===== src/rtl/qpd_pkg.sv =====
// ----------------------------------------------------------------------------
// qpd_pkg
// Shared types and constants of the quoted-printable decoder.
// ----------------------------------------------------------------------------
`default_nettype none

package qpd_pkg;

    // most results that one input item can cause
    localparam int RES_MAX = 3;
    // width of a result slot index and of a result count (0 to RES_MAX)
    localparam int RES_W   = 2;

    // one decoded result item
    typedef struct packed {
        logic [7:0] data;
        logic       valid;
        logic       last;
    } t_res;

endpackage

`default_nettype wire


===== src/rtl/qpd_decode.sv =====
// ----------------------------------------------------------------------------
// qpd_decode
// Escape scanner: holds the pending '=' lookahead and turns one input byte
// into zero to three result items.
// ----------------------------------------------------------------------------
`default_nettype none

module qpd_decode (
    input  wire logic                      i_clk,
    input  wire logic                      i_rst_n,
    input  wire logic                      i_take,
    input  wire logic [7:0]                i_byte,
    input  wire logic                      i_eom,
    output qpd_pkg::t_res                  o_res [qpd_pkg::RES_MAX],
    output logic [qpd_pkg::RES_W-1:0]      o_cnt
);
    import qpd_pkg::*;

    localparam logic [7:0] CH_EQ    = 8'h3D;
    localparam logic [7:0] CH_UNDER = 8'h5F;
    localparam logic [7:0] CH_SPACE = 8'h20;
    localparam logic [7:0] CH_CR    = 8'h0D;
    localparam logic [7:0] CH_LF    = 8'h0A;
    localparam logic [7:0] CH_ZERO  = 8'h30;
    localparam logic [7:0] CH_UA10  = 8'h37;   // 'A' - 10
    localparam logic [7:0] CH_LA10  = 8'h57;   // 'a' - 10

    // lookahead depth held between items
    localparam logic [1:0] PEND_NONE = 2'd0;
    localparam logic [1:0] PEND_EQ   = 2'd1;
    localparam logic [1:0] PEND_TWO  = 2'd2;

    // hex digit check, returns {is_digit, value}
    function automatic logic [4:0] hex_val(input logic [7:0] c);
        logic [7:0] d;
        begin
            d = 8'h00;
            if (c >= 8'h30 && c <= 8'h39) begin
                d = c - CH_ZERO;
                hex_val = {1'b1, d[3:0]};
            end else if (c >= 8'h41 && c <= 8'h46) begin
                d = c - CH_UA10;
                hex_val = {1'b1, d[3:0]};
            end else if (c >= 8'h61 && c <= 8'h66) begin
                d = c - CH_LA10;
                hex_val = {1'b1, d[3:0]};
            end else begin
                hex_val = 5'd0;
            end
        end
    endfunction

    // underscore maps to space, all else copied
    function automatic logic [7:0] plain(input logic [7:0] c);
        plain = (c == CH_UNDER) ? CH_SPACE : c;
    endfunction

    logic [1:0]     r_pend_cnt;
    logic [7:0]     r_pend_byte;
    logic [1:0]     n_pend_cnt;
    logic [7:0]     n_pend_byte;
    logic [RES_W-1:0] n_num;
    logic [4:0]     hex_hi;
    logic [4:0]     hex_lo;
    t_res           res [RES_MAX];

    assign hex_hi = hex_val(r_pend_byte);
    assign hex_lo = hex_val(i_byte);

    // scan one byte against the pending escape and append results in order
    always_comb begin
        n_num       = '0;
        n_pend_cnt  = r_pend_cnt;
        n_pend_byte = r_pend_byte;
        for (int k = 0; k < RES_MAX; k++) begin
            res[k] = '0;
        end

        case (r_pend_cnt)
            PEND_EQ: begin
                n_pend_byte = i_byte;
                n_pend_cnt  = PEND_TWO;
            end
            PEND_TWO: begin
                n_pend_cnt  = PEND_NONE;
                n_pend_byte = 8'h00;
                if (hex_hi[4] && hex_lo[4]) begin
                    res[n_num] = '{data: {hex_hi[3:0], hex_lo[3:0]}, valid: 1'b1, last: 1'b0};
                    n_num      = n_num + 1'b1;
                end else if (r_pend_byte == CH_CR && i_byte == CH_LF) begin
                    // soft line break gives nothing
                    n_num = n_num;
                end else begin
                    // broken escape: literal '=', then rescan both bytes
                    res[n_num] = '{data: CH_EQ, valid: 1'b1, last: 1'b0};
                    n_num      = n_num + 1'b1;
                    if (r_pend_byte == CH_EQ) begin
                        n_pend_cnt  = PEND_TWO;
                        n_pend_byte = i_byte;
                    end else begin
                        res[n_num] = '{data: plain(r_pend_byte), valid: 1'b1, last: 1'b0};
                        n_num      = n_num + 1'b1;
                        if (i_byte == CH_EQ) begin
                            n_pend_cnt = PEND_EQ;
                        end else begin
                            res[n_num] = '{data: plain(i_byte), valid: 1'b1, last: 1'b0};
                            n_num      = n_num + 1'b1;
                        end
                    end
                end
            end
            default: begin
                if (i_byte == CH_EQ) begin
                    n_pend_cnt = PEND_EQ;
                end else begin
                    res[n_num] = '{data: plain(i_byte), valid: 1'b1, last: 1'b0};
                    n_num      = n_num + 1'b1;
                end
            end
        endcase

        // message end flushes the lookahead, adds an empty marker if there is no result, and marks the final result
        if (i_eom) begin
            if (n_pend_cnt != PEND_NONE) begin
                res[n_num] = '{data: CH_EQ, valid: 1'b1, last: 1'b0};
                n_num      = n_num + 1'b1;
            end
            if (n_pend_cnt == PEND_TWO) begin
                res[n_num] = '{data: plain(n_pend_byte), valid: 1'b1, last: 1'b0};
                n_num      = n_num + 1'b1;
            end
            if (n_num == '0) begin
                res[n_num] = '{data: 8'h00, valid: 1'b0, last: 1'b0};
                n_num      = n_num + 1'b1;
            end
            res[n_num - 1'b1].last = 1'b1;
            n_pend_cnt  = PEND_NONE;
            n_pend_byte = 8'h00;
        end
    end

    // lookahead state
    always_ff @(posedge i_clk) begin
        if (!i_rst_n) begin
            r_pend_cnt  <= PEND_NONE;
            r_pend_byte <= 8'h00;
        end else if (i_take) begin
            r_pend_cnt  <= n_pend_cnt;
            r_pend_byte <= n_pend_byte;
        end
    end

    assign o_res = res;
    assign o_cnt = n_num;

endmodule

`default_nettype wire


===== src/rtl/qpd_out_buf.sv =====
// ----------------------------------------------------------------------------
// qpd_out_buf
// Result register: holds the results of one item and hands them out one
// per cycle on the output stream while the receiver is ready.
// ----------------------------------------------------------------------------
`default_nettype none

module qpd_out_buf (
    input  wire logic                      i_clk,
    input  wire logic                      i_rst_n,
    input  wire logic                      i_load,
    input  wire qpd_pkg::t_res             i_res [qpd_pkg::RES_MAX],
    input  wire logic [qpd_pkg::RES_W-1:0] i_cnt,
    output logic                           o_free,
    output logic                           o_tvalid,
    input  wire logic                      i_tready,
    output qpd_pkg::t_res                  o_head
);
    import qpd_pkg::*;

    t_res             r_res [RES_MAX];
    logic [RES_W-1:0] r_cnt;
    logic [RES_W-1:0] r_idx;
    logic [RES_W-1:0] rem;

    // results still to be delivered
    assign rem      = r_cnt - r_idx;
    assign o_tvalid = (rem != '0);
    assign o_free   = (rem == '0) || ((rem == RES_W'(1)) && i_tready);
    assign o_head   = r_res[r_idx];

    // result payload
    always_ff @(posedge i_clk) begin
        if (i_load) begin
            r_res <= i_res;
        end
    end

    // fill count and read pointer
    always_ff @(posedge i_clk) begin
        if (!i_rst_n) begin
            r_cnt <= '0;
            r_idx <= '0;
        end else if (i_load) begin
            r_cnt <= i_cnt;
            r_idx <= '0;
        end else if (o_tvalid && i_tready) begin
            r_idx <= r_idx + 1'b1;
        end
    end

endmodule

`default_nettype wire


===== src/rtl/quoted_printable_decoder.sv =====
// ----------------------------------------------------------------------------
// quoted_printable_decoder
// Streaming quoted-printable / Q-encoding decoder, one encoded byte per item.
// ----------------------------------------------------------------------------
// Usage:
//   Input stream s_*: one encoded byte per item in s_tdata, s_tlast on the
//   final byte of a message. Output stream m_*: one decoded byte per item in
//   m_tdata, m_tuser high when the byte is real (low only for an empty end
//   marker), m_tlast on the final result of each message.
//   Each accepted byte goes into an input register and is decoded in one
//   pass into the result register, from which its results show on m_*.
//   Throughput is one byte per cycle while each byte gives at most one
//   result and the receiver is ready; a byte that gives two or three results
//   (a broken escape, or the flush of held lookahead at message end) holds
//   the result register until all its results are out, and the input
//   register fills behind it.
//   s_tready is high while the input register is empty or its byte moves on
//   in this cycle; it drops while earlier results still wait beyond this
//   cycle, from a multi-result byte or a receiver stall, and during reset.
//   Synchronous active-low reset empties both registers and clears the
//   pending escape; the first item may arrive in the cycle after reset.
// ----------------------------------------------------------------------------
`default_nettype none

module quoted_printable_decoder (
    input  wire logic       i_clk,
    input  wire logic       i_rst_n,
    input  wire logic       s_tvalid,
    output logic            s_tready,
    input  wire logic [7:0] s_tdata,   // [7:0] data_byte
    input  wire logic       s_tlast,
    output logic            m_tvalid,
    input  wire logic       m_tready,
    output logic [7:0]      m_tdata,   // [7:0] out_byte
    output logic            m_tuser,   // [0] byte_valid
    output logic            m_tlast
);
    import qpd_pkg::*;

    logic             r_in_vld;
    logic [7:0]       r_in_byte;
    logic             r_in_last;
    logic             buf_free;
    logic             take;
    t_res             dec_res [RES_MAX];
    logic [RES_W-1:0] dec_cnt;
    t_res             head;

    // input register moves on when the result register can take its results
    assign take     = r_in_vld && buf_free;
    assign s_tready = i_rst_n && (!r_in_vld || take);

    always_ff @(posedge i_clk) begin
        if (!i_rst_n) begin
            r_in_vld <= 1'b0;
        end else if (s_tready) begin
            r_in_vld <= s_tvalid;
        end
    end

    always_ff @(posedge i_clk) begin
        if (s_tvalid && s_tready) begin
            r_in_byte <= s_tdata;
            r_in_last <= s_tlast;
        end
    end

    // escape scanner
    qpd_decode u_decode (
        .i_clk   (i_clk),
        .i_rst_n (i_rst_n),
        .i_take  (take),
        .i_byte  (r_in_byte),
        .i_eom   (r_in_last),
        .o_res   (dec_res),
        .o_cnt   (dec_cnt)
    );

    // result register and serializer
    qpd_out_buf u_out_buf (
        .i_clk    (i_clk),
        .i_rst_n  (i_rst_n),
        .i_load   (take),
        .i_res    (dec_res),
        .i_cnt    (dec_cnt),
        .o_free   (buf_free),
        .o_tvalid (m_tvalid),
        .i_tready (m_tready),
        .o_head   (head)
    );

    assign m_tdata = head.data;
    assign m_tuser = head.valid;
    assign m_tlast = head.last;

`ifndef SYNTHESIS
    // input side stalls only behind waiting results
    a_stall_cause: assert property (@(posedge i_clk) disable iff (!i_rst_n)
        !s_tready |-> m_tvalid)
        else $error("input stalled with no result pending");

    // an empty end marker always closes a message
    a_empty_is_last: assert property (@(posedge i_clk) disable iff (!i_rst_n)
        (m_tvalid && !m_tuser) |-> m_tlast)
        else $error("empty result not marked last");

    // a taken message-end item always leaves something to deliver
    a_load_shows: assert property (@(posedge i_clk) disable iff (!i_rst_n)
        (take && r_in_last) |=> m_tvalid)
        else $error("message end produced no result");
`endif

endmodule

`default_nettype wire


===== config.mk =====
export PLATFORM = sky130hd
export DESIGN_NAME = quoted_printable_decoder
export DESIGN_NICKNAME = d
export VERILOG_FILES = /design/src/rtl/qpd_pkg.sv /design/src/rtl/qpd_decode.sv /design/src/rtl/qpd_out_buf.sv /design/src/rtl/quoted_printable_decoder.sv
export SDC_FILE = /design/constraint.sdc
export NUM_CORES = 1
export LEC_CHECK = 0
export BUFFER_PORTS_ARGS = -buffer_cell sky130_fd_sc_hd__clkbuf_2
export CAP_MARGIN = 10
export CELL_PAD_IN_SITES_DETAIL_PLACEMENT = 2
export CELL_PAD_IN_SITES_GLOBAL_PLACEMENT = 2
export CORE_MARGIN = 1
export CORE_UTILIZATION = 42
export DETAILED_ROUTE_END_ITERATION = 10
export HOLD_SLACK_MARGIN = 0.15
export PLACE_DENSITY = 0.95
export SYNTH_ARGS = -nofsm -noshare
export SYNTH_HDL_FRONTEND = slang
export SYNTH_SLANG_ARGS = --single-unit

===== constraint.sdc =====
create_clock -name i_clk -period 7.5 [get_ports i_clk]
set_input_delay 0.375 -clock i_clk [delete_from_list [all_inputs] [get_ports i_clk]]
set_output_delay 0.375 -clock i_clk [all_outputs]
set_load 0.05 [all_outputs]

==> flow_summary.ini <==
[run_status]
outcome = finished, final reports clean

[clocking]
cts_sinks = 54
post_cts_buffers = 0
cts_htree_levels = 2
tritoncts_clock_tree = done
tritoncts.num_buffers = 5
ctsResizeCount = 0
cts.path.max_buffers = 2
cts-hold-fix-buffers = 0
worstSkewPairLatency_ns = 0.32
clk_pin_slew_ns = 0.10
cts_root_buffer = clkbuf_8

[timing]
min_period_over_period_pct = 80.9
grt_setup_unrepaired = no
skew_ns = 0.0125
maxSlewHeadroom_pct = 31.0
final-hold-violation-count = 0
timing.final.setup_violations = 0
timing_worst_slew_pin_value_ns = 1.03
totalNegativeSetupSlack_ns = 0
fmaxAchievable_mhz = 165
timing.final.crit_period_ns = 6.07
fin_ws_ns = 1.43
timing.final.max_slew_violations = 0

[hold_path]
min-delay-path-class = primary input to flip-flop

[floorplan]
rows = 34
initial_core_util_pct = 43.7
die_footprint_sq_um = 9510
core_area_sq_um = 8760
die_height_um = 97.5
num_io_pins = 25
die_w_um = 97.5

[synthesis]
postSynth.asyncResetShare_pct = 0
post_synth.cell_area_avg_sq_um = 9.13
postSynthNetCount = 454
synth-simple-area-share_pct = 20.8
main_combinational_cell_family_by_area_after_synthesis = compound AO/OA/AOI/OAI gates
synthFlopType = edfxtp_1
syn_area_sq_um = 3830
synthMuxAreaShare_pct = 2.87
synth_seq_area_share_pct = 38.4
synthesized_area_fraction_occupied_by_adder_cells_pct = 6.85
ys_ff_latch = 54
synthTopCellsByArea = edfxtp_1 (31%), dfxtp_1 (7.8%), ha_1 (6.9%)
syn_warnings = 0
post_synth_inst_count = 420
yosys.cell_types.count = 63
compound_cell_area_share_of_the_yosys_netlist_pct = 25.1
post-synth-top-area-cell = edfxtp_1
post_synth_xor_area_fraction_pct = 0.914
synth_edf_count = 39
netlist.area_leader.share_pct = 30.5

[run]
cap_viol_max_count = 0

[power]
clock_power_share_pct = 31.3
power.internal_mw = 0.461
share_of_power_burned_in_registers_pct = 54.5
p_comb_share_pct = 14.2
power-per-cell-area_nw_per_um2 = 157
p_sw_mw = 0.182
switching_share_pct = 28.3
peakVddDrop_v = 0.000100
p_leak_nw = 1.41

[critical_path]
cp_data_required_time_ns = 7.55
timing.reg2reg.worst_path_depth = 19
timing.critical_path.fanout_max = 11
crit_path_class = flip-flop to flip-flop
worst_reg2reg_startpoint = r_in_byte[0]
start_kind = flip-flop
cp-startpoint = r_in_byte[0]
worst-endpoint-arrival_ns = 6.12
critical_path.reg2reg.endpoint = u_out_buf.r_res[18]
cp-end-kind = flip-flop
ff2ff_setup_slack_ns = 1.43
cp-endpoint = u_out_buf.r_res[18]

[grt]
total_congestion_overflow = 0
grt_usage_pct = 31.7
first_global_vias = 4028
grt_antenna_before_repair = 0
maximum_number_of_pins_on_one_net_before_global_route_repair = 33
first_pass_grt_wire_length_um = 23300

[placement]
globalplace.congestion = 0.939
placement.io_buffers = 24
detailedPlacementHpwl_um = 10800
placed_area_sq_um = 3970
post-place-ws_ns = 1.83

[routing]
wirelength_um = 15000
detail-route-antenna-nets = 0
route.detailed.wl_per_inst_um = 28.0
tritonroute_pass_1_iters = 5
post-route-drc-count = 0
drt_first_iter_violations = 419
num_vias = 3750
via_per_inst = 7.01

[final_layout]
final_nets = 460
fin_util_pct = 46.9
postLayoutCellArea_sq_um = 4110
layout.cells.most_common_list = nand2_1 (59), edfxtp_1 (39), o21ai_0 (25), clkbuf_2 (24), ha_1 (21)
drive_gt1_share_pct = 10.1
mostFrequentLayoutCell = nand2_1
antenna_cells = 0
syn_to_final_growth_pct = 7.18
-- power groups by stage --
stage | Sequential (mW) | Clock, mW | Combinational, mW
3_5_place_dp | 0.358 | 0 | 0.0868
2_1_floorplan | 0.345 | 0 | 0.0695
5_1_grt | 0.352 | 0.213 | 0.0960
6_report | 0.351 | 0.201 | 0.0912
3_3_place_gp | 0.355 | 0 | 0.0801
4_1_cts | 0.351 | 0.205 | 0.0880
-- how the worst min path moves through the flow --
| stage | start | to | cells past startpoint |
|---|---|---|---|
| after CTS | s_tlast | r_in_last | 1 |
| final | s_tdata[7] | r_in_byte[7] | 1 |
| after detailed placement | r_in_vld | r_in_vld | 2 |
| after floorplan | r_in_vld | r_in_vld | 2 |
| after global placement | r_in_vld | r_in_vld | 2 |
| after global routing | s_tlast | r_in_last | 1 |
-- logic make-up (layout without fill, tap and decap cells) --
logic type,count (synthesis),after routing
AND/OR/NAND/NOR,151,151
AO/OA/AOI/OAI,134,134
adder cells (fa/ha/maj),21,21
XOR/XNOR,4,4
flip-flops,54,54
buffers and inverters,45,52
multiplexers,11,11
-- through the flow --
step                cells  hold WS [ns]  power, mW
finish                535         0.225      0.643
global route          535         0.224      0.661
CTS                   534         0.222      0.644
detailed placement    526         0.520      0.445
global placement      526         0.476      0.435
floorplan             420         0.463      0.415
-- synth_stat cells (3+ instances only) --
cell and instances:
nand2_1 59, edfxtp_1 39, o21ai_0 25, ha_1 21, nor2_1 19, inv_1 17
nand3_1 17, a21oi_1 15, a22o_1 15, dfxtp_1 15, clkbuf_1 13, mux2i_1 11
a221oi_1 10, o22ai_1 10, buf_2 9, a31oi_1 8, nor2b_1 8, a22oi_1 7
and2_1 7, and3_1 6, nand2b_1 6, a311oi_1 5, o21bai_1 5, nor4b_1 4
a211oi_1 3, buf_1 3, nand4_1 3, nor3_1 3, nor4_2 3, o211ai_1 3
o21a_1 3, o22a_1 3, or2_1 3
-- cell type report --
cell class / instances / area [sq um]
Clock buffer: 6 / 72.6
Clock inverter: 2 / 37.5
Fill cell: 955 / 4650
Inverter: 17 / 63.8
Multi-Input combinational cell: 321 / 2170
Sequential cell: 54 / 1470
Tap cell: 108 / 135
Timing Repair Buffer: 27 / 163
-- sequential cells by signal, summed over array words and instances, names as in the netlist --
name	count
u_decode.r_pend_byte	8
r_in_vld	1
u_out_buf.r_cnt	2
u_out_buf.r_res	30
r_in_last	1
r_in_byte	8
u_out_buf.r_idx	2
u_decode.r_pend_cnt	2
-- worst max-delay path, cell delays in order (launching register included) --
cell and delay [ns]:
edfxtp_1 0.59, inv_1 0.17, ha_1 0.27, o21bai_1 0.14
a21oi_1 0.21, a31o_2 0.35, a211oi_1 0.63, inv_1 0.18
ha_1 0.36, mux2i_1 0.31, ha_1 0.32, nand2_1 0.09
nand3_1 0.09, a22o_1 0.25, o22ai_1 0.44, ha_1 0.51
and2_1 0.41, nand2_1 0.14, o21ai_0 0.17, o22ai_1 0.17
-- per-layer routing --
layer	track usage [%]	vias to the layer above	share of wire, %
li1	-	1601	-
met1	38.3	1888	39
met2	53.8	195	49
met3	5.54	66	6.8
met4	16.1	0	5.1
met5	0	-	0
(Power assumes the default switching activity.)
